### config.mk
export PLATFORM = sky130hd
export DESIGN_NAME = tde_front
export DESIGN_NICKNAME = d
export VERILOG_FILES = /design/src/rtl/tde_pkg.sv /design/src/rtl/tde_front.sv
export SDC_FILE = /design/constraint.sdc
export NUM_CORES = 1
export LEC_CHECK = 0
export BUFFER_PORTS_ARGS = -buffer_cell sky130_fd_sc_hd__buf_2
export CAP_MARGIN = 15
export CORE_MARGIN = 10
export CORE_UTILIZATION = 42
export DETAILED_ROUTE_END_ITERATION = 7
export GPL_ROUTABILITY_DRIVEN = 0
export GPL_TIMING_DRIVEN = 0
export PLACE_DENSITY = 0.85
export RECOVER_POWER = 100
export SYNTH_ARGS = -nofsm -noshare
export SYNTH_HDL_FRONTEND = slang
export SYNTH_SLANG_ARGS = --single-unit
export TNS_END_PERCENT = 10
### constraint.sdc
create_clock -name i_clk -period 2.8 [get_ports i_clk]
set_input_delay 0 -clock i_clk [delete_from_list [all_inputs] [get_ports i_clk]]
set_output_delay 0 -clock i_clk [all_outputs]
set_load 0.05 [all_outputs]
### src/rtl/tde_pkg.sv
// ----------------------------------------------------------------------------
// tde_pkg
// shared types, sizes and codes for the tile dedupe flip encoder
// ----------------------------------------------------------------------------
package tde_pkg;

    localparam int STORE_TILES = 512;
    localparam int TILE_ROWS   = 8;
    localparam int ADDR_W      = $clog2(STORE_TILES);
    localparam int CNT_W       = $clog2(STORE_TILES + 1);
    localparam int IDX_W       = CNT_W + 1;
    localparam int ROW_W       = $clog2(TILE_ROWS);
    localparam int CFG_IDX_W   = 3;
    localparam int CFG_DATA_W  = 9;

    // configuration register indexes
    localparam logic [CFG_IDX_W-1:0] REG_TILE_OFFSET = 3'd0;
    localparam logic [CFG_IDX_W-1:0] REG_OBJECT_MODE = 3'd1;
    localparam logic [CFG_IDX_W-1:0] REG_DEDUPE_OFF  = 3'd2;
    localparam logic [CFG_IDX_W-1:0] REG_NO_FLIP_X   = 3'd3;
    localparam logic [CFG_IDX_W-1:0] REG_NO_FLIP_Y   = 3'd4;
    localparam logic [CFG_IDX_W-1:0] REG_NO_FLIP_XY  = 3'd5;

    // flip codes, placed at attribute bits 6..5
    localparam logic [1:0] FLIP_NONE = 2'd0;
    localparam logic [1:0] FLIP_X    = 2'd1;
    localparam logic [1:0] FLIP_Y    = 2'd2;
    localparam logic [1:0] FLIP_XY   = 2'd3;

    typedef logic [TILE_ROWS-1:0][15:0] t_tile;

    typedef struct packed {
        t_tile      tile;
        logic [2:0] pal;
        logic       fin;
    } t_job;

    typedef struct packed {
        logic [8:0] tile_offset;
        logic       object_mode;
        logic       dedupe_off;
        logic       no_flip_x;
        logic       no_flip_y;
        logic       no_flip_xy;
    } t_cfg;

    typedef struct packed {
        logic [7:0] map_entry;
        logic [7:0] attribute;
        logic [7:0] plane_low;
        logic [7:0] plane_high;
        logic       new_tile;
        logic       skipped;
        logic       status;
        logic       last;
    } t_res;

    typedef enum logic [2:0] {
        S_IDLE,
        S_CLASS,
        S_SCAN,
        S_DECIDE,
        S_OUT
    } t_state;

    typedef enum logic [1:0] {
        K_MATCH,
        K_SKIP,
        K_FULL,
        K_NEW
    } t_kind;

    // reverse the order of the eight 2-bit pixels of a row
    function automatic logic [15:0] mirror_row(input logic [15:0] r);
        logic [15:0] o;
        o = '0;
        for (int p = 0; p < 8; p++) begin
            o[2*(7-p) +: 2] = r[2*p +: 2];
        end
        return o;
    endfunction

endpackage

### src/rtl/tde_front.sv
// ----------------------------------------------------------------------------
// tde_front
// collects rows into a tile and hands finished tiles to the job queue
// ----------------------------------------------------------------------------
module tde_front (
    input  logic              i_clk,
    input  logic              i_rst_n,
    input  logic              i_push,
    input  logic [15:0]       i_row_pixels,
    input  logic [2:0]        i_palette_slot,
    input  logic              i_last_tile,
    input  logic              i_q_full,
    output logic              o_full,
    output logic              o_q_push,
    output tde_pkg::t_job     o_q_job
);

    logic [tde_pkg::ROW_W-1:0] r_row, n_row;
    tde_pkg::t_tile            r_rows;
    logic                      w_last_row;
    logic                      w_take;

    assign w_last_row = (r_row == tde_pkg::ROW_W'(tde_pkg::TILE_ROWS - 1));
    assign o_full     = w_last_row && i_q_full;
    assign w_take     = i_push && !o_full;
    assign o_q_push   = w_take && w_last_row;

    always_comb begin
        o_q_job.tile = r_rows;
        o_q_job.tile[tde_pkg::TILE_ROWS-1] = i_row_pixels;
        o_q_job.pal  = i_palette_slot;
        o_q_job.fin  = i_last_tile;
    end

    always_comb begin
        n_row = r_row;
        if (w_take) begin
            n_row = w_last_row ? '0 : r_row + 1'b1;
        end
    end

    always_ff @(posedge i_clk) begin
        if (!i_rst_n) begin
            r_row <= '0;
        end else begin
            r_row <= n_row;
        end
    end

    // row storage
    always_ff @(posedge i_clk) begin
        if (w_take) begin
            r_rows[r_row] <= i_row_pixels;
        end
    end

endmodule

==> impl_metrics.yaml <==
final_layout:
  area_delta_synth_final_pct: 43.2
  filler_cell_count: 694
  postLayoutCellArea_um2: 5400
  drive_above_1_share: 0.172
  n_antenna_cell: 0
  layout_common_cells: "clkbuf_1 (150), edfxtp_1 (112), dlygate4sd3_1 (22), buf_4 (21), clkbuf_16 (16)"
  nets: 391
  final_common_cell: "clkbuf_1"
detailed_routing:
  vias_per_cell: 4.57
  drt_iter0_drc: 76
  ant_nets: 0
  avgRoutedWirePerCell_um: 19.9
  drc: 0
  drt-pass1-iter-count: 4
  vias: 2219
  finalWirelength_mm: 9.69
logic_synthesis:
  yosys_warnings: 0
  synth-seq-cells: 115
  avgSynthCellArea_um2: 23.0
  postSynthCellCount: 164
  synthesis.nets: 190
  synthesis.area_um2: 3770
  yosysSeqAreaShare: 0.909
  ys_types: 18
critical_path:
  crit_chain: "ha_1, ha_1, a21boi_0, dlygate4sd3_1, o22ai_1, dlygate4sd3_1"
  critPathTopFamily: "buffers and inverters"
  end_kind: "flip-flop"
  worstSetupStartpoint: "r_row[1]$_SDFFE_PN0P_"
  required_ns: 3.18
  cpPeakStageDelay_ns: 0.63
  critPathBufInv: 2
  start_kind: "flip-flop"
  reg2reg_from: "r_row[1]$_SDFFE_PN0P_"
  cp.arrival_ns: 2.97
  path_class: "reg2reg"
  crit_path_max_fanout: 7
  r2r_slack_ns: 0.21
  crit_slowest_cell: "dlygate4sd3_1"
sta:
  timing.final.crit_period_ns: 2.59
  fin_ws_ns: 0.207
  maxSlewViolCount: 0
  fin_crit_sh: 0.926
  rsz0062_at_grt: "no"
  holdWs_ns: 0.367
  clock-skew-final_ns: 0.00742
  finalSetupTns_ns: 0
  finalSetupViolations: 0
  tightestPinTransition_ns: 1.06
  fmaxAchievable_mhz: 386
  slew_headroom: 0.291
  hold_viol: 0
clock_tree:
  cts_resized: 0
  cts_tree: "built"
  worstSkewPairLatency_ns: 0.50
  cts_buffers: 17
  cts_max_level: 4
  clock_path_buffers: 2
  clockRootBuffer: "clkbuf_8"
  clock_sinks: 115
  clkTransAtPathRegs_ns: 0.06
outcome:
  outcome: "finished, final reports clean"
floorplan:
  rows: 34
  die_w_um: 115
  dieArea_um2: 13200
  die_h_um: 115
  core_area_um2: 8720
  io_pins: 158
  initial_core_util: 0.432
grt:
  track_usage: 0.144
  grt_overflow: 0
  grt_max_degree: 17
  grt_pass1_wl_mm: 14.0
  grt_antenna_before_repair: 0
  grt_pass1_vias: 2342
worst_hold_path:
  hp-class: "in2reg"
  hp-start: "i_rst_n"
placed_design:
  dp_hpwl_mm: 6.77
  port_buffers: 153
  placed_cell_area_um2: 4800
  pre_cts_slack_ns: 0.214
power_and_ir_drop:
  leakage_nw: 1.87
  vdd_drop_max_mv: 0.416
  cellPowerDensity_nw_per_um2: 814
flow_run:
  maxCapViolCount: 0
routing by layer:
metal  GRT usage  vias to the layer above  part of all wire
met5           0                        -                 0
met4      0.0503                        0            0.0074
met3      0.0729                        8              0.10
met2       0.253                      106              0.53
met1       0.144                     1080              0.36
li1            -                     1025                 -
flip-flops by register name, summed over array words and instances, names as in the netlist:
signal / count
r_row: 3
o_q_job: 112
Yosys cell counts:
library cell	number	area (µm²)
a21bo_1	1	10.0
a21boi_2	1	11.3
a21o_1	1	7.51
and2_1	1	6.26
buf_4	20	150
clkbuf_2	1	5.00
dfxtp_1	3	60.1
edfxtp_1	112	3360
ha_1	2	25.0
mux2i_1	1	10.0
nand2_1	7	26.3
nand2b_1	2	12.5
nand3_1	1	5.00
nand3b_1	1	7.51
nor2_1	4	15.0
nor3_1	2	10.0
nor4b_2	2	30.0
o22ai_1	2	12.5
power breakdown:
| part | internal (mW) | switching [mW] | total, mW | leakage, nW |
|---|---|---|---|---|
| registers | 1.94 | 0.0127 | 1.95 | 1.04 |
| clock network | 1.36 | 0.748 | 2.11 | 0.282 |
| logic | 0.0767 | 0.261 | 0.337 | 0.540 |
| total | 3.37 | 1.02 | 4.39 | 1.87 |
final timing paths:
| check | end | depth (start not counted) |
|---|---|---|
| max | r_row[1]$_SDFFE_PN0P_ | 6 |
| min | r_row[0]$_SDFFE_PN0P_ | 4 |
| max reg2reg | r_row[1]$_SDFFE_PN0P_ | 6 |
| min reg2reg | r_row[0]$_SDFFE_PN0P_ | 3 |
what timing repair did:
action | CTS | global route
hold buffers | 22 | 0
buffers inserted | 0 | 0
hold endpoints to repair | 115 | 0
layout make-up:
cell class	count	area (µm²)	share of cell area
clock buffer	17	414	0.0767
buffer	21	155	0.0288
tap	108	135	0.0250
sequential	115	3420	0.634
multi-input combinational	28	213	0.0394
clock inverter	15	183	0.0339
timing repair buffer	182	873	0.162
cell families (layout without fill, tap and decap cells):
kind of cell	after synthesis	count (layout)	synth area share
buf+inv	21	235	0.0412
simple gates	20	20	0.0299
mux	1	1	0.00266
fa+ha+maj	2	2	0.00664
flops	115	115	0.909
compound gates	5	5	0.0110
stage by stage:
stage                     utilization  power (mW)  instances
after CTS                       0.644        4.46        486
after global placement          0.535        2.30        425
after floorplan                     -        2.21        164
final                           0.619        4.39        486
after global routing            0.619        4.54        486
after detailed placement        0.551        2.32        432
worst min-delay path, stage by stage:
cell	delay (ns)
dlygate4sd3_1	0.53
buf_2	0.15
nand2_1	0.06
o22ai_1	0.06
(Power assumes the default switching activity.)
