==> src/rtl/tde_pkg.sv <==
// ----------------------------------------------------------------------------
// tde_pkg
// shared types, sizes and codes for the tile dedupe flip encoder
// ----------------------------------------------------------------------------
package tde_pkg;

    localparam int STORE_TILES = 512;
    localparam int TILE_ROWS   = 8;
    localparam int ADDR_W      = $clog2(STORE_TILES);
    localparam int CNT_W       = $clog2(STORE_TILES + 1);
    localparam int IDX_W       = CNT_W + 1;
    localparam int ROW_W       = $clog2(TILE_ROWS);
    localparam int CFG_IDX_W   = 3;
    localparam int CFG_DATA_W  = 9;

    // configuration register indexes
    localparam logic [CFG_IDX_W-1:0] REG_TILE_OFFSET = 3'd0;
    localparam logic [CFG_IDX_W-1:0] REG_OBJECT_MODE = 3'd1;
    localparam logic [CFG_IDX_W-1:0] REG_DEDUPE_OFF  = 3'd2;
    localparam logic [CFG_IDX_W-1:0] REG_NO_FLIP_X   = 3'd3;
    localparam logic [CFG_IDX_W-1:0] REG_NO_FLIP_Y   = 3'd4;
    localparam logic [CFG_IDX_W-1:0] REG_NO_FLIP_XY  = 3'd5;

    // flip codes, placed at attribute bits 6..5
    localparam logic [1:0] FLIP_NONE = 2'd0;
    localparam logic [1:0] FLIP_X    = 2'd1;
    localparam logic [1:0] FLIP_Y    = 2'd2;
    localparam logic [1:0] FLIP_XY   = 2'd3;

    typedef logic [TILE_ROWS-1:0][15:0] t_tile;

    typedef struct packed {
        t_tile      tile;
        logic [2:0] pal;
        logic       fin;
    } t_job;

    typedef struct packed {
        logic [8:0] tile_offset;
        logic       object_mode;
        logic       dedupe_off;
        logic       no_flip_x;
        logic       no_flip_y;
        logic       no_flip_xy;
    } t_cfg;

    typedef struct packed {
        logic [7:0] map_entry;
        logic [7:0] attribute;
        logic [7:0] plane_low;
        logic [7:0] plane_high;
        logic       new_tile;
        logic       skipped;
        logic       status;
        logic       last;
    } t_res;

    typedef enum logic [2:0] {
        S_IDLE,
        S_CLASS,
        S_SCAN,
        S_DECIDE,
        S_OUT
    } t_state;

    typedef enum logic [1:0] {
        K_MATCH,
        K_SKIP,
        K_FULL,
        K_NEW
    } t_kind;

    // reverse the order of the eight 2-bit pixels of a row
    function automatic logic [15:0] mirror_row(input logic [15:0] r);
        logic [15:0] o;
        o = '0;
        for (int p = 0; p < 8; p++) begin
            o[2*(7-p) +: 2] = r[2*p +: 2];
        end
        return o;
    endfunction

endpackage

==> src/rtl/tde_jobq.sv <==
// ----------------------------------------------------------------------------
// tde_jobq
// two-entry queue of finished tiles between front and back
// ----------------------------------------------------------------------------
module tde_jobq (
    input  logic          i_clk,
    input  logic          i_rst_n,
    input  logic          i_push,
    input  tde_pkg::t_job i_job,
    output logic          o_full,
    input  logic          i_pop,
    output logic          o_valid,
    output tde_pkg::t_job o_job
);

    tde_pkg::t_job r_mem [2];
    logic          r_wp, r_rp;
    logic [1:0]    r_cnt, n_cnt;

    assign o_full  = (r_cnt == 2'd2);
    assign o_valid = (r_cnt != 2'd0);
    assign o_job   = r_mem[r_rp];

    always_comb begin
        n_cnt = r_cnt + {1'b0, i_push} - {1'b0, i_pop};
    end

    always_ff @(posedge i_clk) begin
        if (!i_rst_n) begin
            r_wp  <= 1'b0;
            r_rp  <= 1'b0;
            r_cnt <= '0;
        end else begin
            if (i_push) begin
                r_wp <= ~r_wp;
            end
            if (i_pop) begin
                r_rp <= ~r_rp;
            end
            r_cnt <= n_cnt;
        end
    end

    always_ff @(posedge i_clk) begin
        if (i_push) begin
            r_mem[r_wp] <= i_job;
        end
    end

endmodule

==> config.mk <==
export PLATFORM = sky130hd
export DESIGN_NAME = tde_jobq
export DESIGN_NICKNAME = d
export VERILOG_FILES = /design/src/rtl/tde_pkg.sv /design/src/rtl/tde_jobq.sv
export SDC_FILE = /design/constraint.sdc
export NUM_CORES = 1
export LEC_CHECK = 0
export ABC_AREA = 0
export BUFFER_PORTS_ARGS = -buffer_cell sky130_fd_sc_hd__buf_4
export CORE_MARGIN = 2
export CORE_UTILIZATION = 56
export DETAILED_ROUTE_END_ITERATION = 8
export GPL_TIMING_DRIVEN = 0
export HOLD_SLACK_MARGIN = 0.05
export PLACE_DENSITY_LB_ADDON = 0.2
export SLEW_MARGIN = 20
export SYNTH_ARGS = -nofsm -noshare
export SYNTH_HDL_FRONTEND = slang
export SYNTH_SLANG_ARGS = --single-unit
==> constraint.sdc <==
create_clock -name i_clk -period 12.75 [get_ports i_clk]
set_input_delay 1.9125 -clock i_clk [delete_from_list [all_inputs] [get_ports i_clk]]
set_output_delay 1.9125 -clock i_clk [all_outputs]
set_load 0.1 [all_outputs]
==> flow_metrics.py <==
metrics = {
    "route": {
        "drc": 0,
        "wire_per_inst_um": 19.0,
        "drt_iter0_markers": 213,
        "vias": 5022,
        "vias_per_cell": 5.09,
        "first_pass_iters": 4,
        "final_antenna_net_count": 0,
        "drt-total-wl_mm": 18.8,
    },
    "sta": {
        "fmax_ghz": 0.263,
        "setup_ws_ps": 8940,
        "period_minus_slack_ps": 3810,
        "worstMarginPinSlew_ps": 633,
        "finalSetupViolCount": 0,
        "setup_tns_ps": 0,
        "finClkSkew_ps": 8.89,
        "finalHoldViolCount": 0,
        "slew-limit-headroom_pct": 57.7,
        "slew_violations": 0,
        "hold_ws_ps": 613,
        "rsz0062_at_grt": "false",
        "period_share_pct": 29.8,
    },
    "min_path": {
        "worstHoldStart": "r_rp$_SDFFE_PN0P_",
        "whs_endpoint": "r_rp$_SDFFE_PN0P_",
        "min_path_type": "reg2reg",
        "hold_depth": 2,
    },
    "grt": {
        "grt_pass1_wl_mm": 29.4,
        "grt_pass1_vias": 5476,
        "grt_max_degree": 51,
        "antenna_found_initial": 0,
        "grt_overflow": 0,
        "track_usage_pct": 19.5,
    },
    "setup_path": {
        "r2r_setup_slack_ps": 10780,
        "crit_chain": "buf_6 > buf_8 > buf_6 > mux2_4 > buf_4",
        "cp-end-kind": "output port",
        "cpPeakStageDelay_ps": 330,
        "critPathMaxFanout": 10,
        "critical_path.most_common_cell": "buf_6",
        "critPathTopFamily": "buffers and inverters",
        "crit_required_ps": 10840,
        "cp_slowest_cell": "dfxtp_1",
        "arrival_ps": 1890,
        "startpoint_type": "flip-flop",
        "crit_buf_inv": 4,
        "r2r_start": "r_wp$_SDFFE_PN0P_",
        "path_class": "reg2out",
        "ff2ff_path_depth": 3,
        "r2r-end": "r_mem[1][113]$_DFFE_PP_",
    },
    "yosys": {
        "yosys.area.top_type": "edfxtp_1",
        "synth_cells": 432,
        "synth_seq_cells": 269,
        "synth-warning-count": 0,
        "synth_nets": 570,
        "ys_seq_area_share_pct": 79.6,
        "synth_area_leaders": "edfxtp_1 79%, mux2_4 12%, mux2_2 5.8%, buf_6 1.0%, dfxtp_1 0.99%",
        "yosys.cell_types.count": 15,
        "netlist_area_mm2": 0.0101,
        "syn_area_per_cell_um2": 23.3,
        "synth_top_cell_area_share_pct": 78.6,
    },
    "floorplan": {
        "fp.dieH_um": 138,
        "dieArea_mm2": 0.0191,
        "rows": 49,
        "die_w_um": 138,
        "start_util_pct": 56.5,
        "core-area_mm2": 0.0178,
        "ios": 270,
    },
    "pwr": {
        "pwr-share-seq_pct": 43.8,
        "swShare_pct": 31.0,
        "power_switching_mw": 0.733,
        "combPwrFrac_pct": 24.6,
        "p_leak_nw": 5.28,
        "ir_drop_v": 0.000166,
        "p_clk_share_pct": 31.6,
        "power_density_mw_per_mm2": 176,
        "cell_internal_pwr_mw": 1.63,
    },
    "outcome": {
        "status": "completed",
    },
    "clock_network": {
        "clock_sinks": 269,
        "cts_inserted_buffers": 26,
        "cts_root_buffer": "clkbuf_16",
        "worstSkewPairLatency_ps": 510,
        "cts_resized": 0,
        "postCtsHoldBufs": 0,
        "cts_tree": "done",
        "cts_post_setup_buffers_inserted": 0,
        "htree_levels": 1,
        "path_clk_slew_ps": 60,
        "clk_path_buf_depth": 3,
    },
    "layout": {
        "nFillCells": 966,
        "layout-drive-gt1-share_pct": 61.7,
        "mostFrequentLayoutCells": "269 x buf_4, 264 x edfxtp_1, 80 x mux2_4, 52 x mux2_2, 27 x clkbuf_16",
        "mostFrequentLayoutCell": "buf_4",
        "diodes": 0,
        "fin_nets": 875,
        "syn2layout_area_growth_pct": 33.5,
        "fin_util_pct": 75.5,
    },
    "job": {
        "drv_cap": 0,
    },
    "place": {
        "numPortBuffers": 269,
        "gp_congestion": 0.760,
        "place_hpwl_mm": 13.6,
        "pre_cts_slack_ps": 9150,
    },
}
layout make-up:
class	instances	area (um2)	area share (%)
buffer	15	141	1.05
clock buffer	31	691	5.13
clock inverter	17	168	1.25
inverter	2	7.51	0.0558
multi-input combinational	146	1920	14.2
sequential	269	8030	59.6
tap	229	287	2.13
timing repair buffer	277	2220	16.5
through the flow:
step	total power, mW	cell area, um2	cells
after global placement	1.63	12400	930
after global routing	2.44	13500	986
after CTS	2.39	13500	986
final	2.36	13500	986
after detailed placement	1.64	12600	938
after floorplan	1.51	10100	432
per-layer routing:
metal	part of all wire [%]	vias up	track usage [%]
li1	-	2317	-
met1	38	2475	22.9
met2	52	200	34.9
met3	7.9	30	6.30
met4	1.8	0	5.10
met5	0	-	0
power groups by stage:
stage | clock network (mW) | logic (mW) | registers, mW
after detailed placement | 0 | 0.585 | 1.05
after floorplan | 0 | 0.451 | 1.06
after global placement | 0 | 0.567 | 1.06
after CTS | 0.767 | 0.586 | 1.04
after global routing | 0.801 | 0.599 | 1.04
final | 0.748 | 0.582 | 1.03
kinds of logic after synthesis:
group	after synthesis	share of synthesized area (%)
flip-flops	269	79.6
multiplexers	132	17.7
buffers and inverters	17	1.48
AND/OR/NAND/NOR	9	0.558
XOR/XNOR	2	0.310
adder cells (fa/ha/maj)	2	0.248
AO/OA/AOI/OAI	1	0.0745
Yosys cell counts, drive strengths merged:
master and instances:
buf 15, mux2 132, or2 1, xnor3 1, xor2 1, nor2b 4, edfxtp 264, and2 4
o21a 1, inv 2, dfxtp 5, ha 2
state kept, by name (all words and copies together), names as in the netlist, named ones only:
signal and count:
r_cnt 2, r_mem 264, r_wp 1, r_rp 1
worst min-delay path, stage by stage (launching register included):
cell and delay (ps):
dfxtp_1 330, xor2_1 90, and2_1 150
worst max path at each step:
stage	to	cells after the start	slack, ps
2_1_floorplan	r_mem[0][0]$_DFFE_PP_	1	4450
3_3_place_gp	r_wp$_SDFFE_PN0P_	3	1420
3_5_place_dp	r_mem[1][85]$_DFFE_PP_	4	9150
4_1_cts	o_job[108]	5	8890
5_1_grt	o_job[120]	5	8860
6_report	o_job[120]	5	8940
Note: power is estimated with default switching activity, not from simulation.
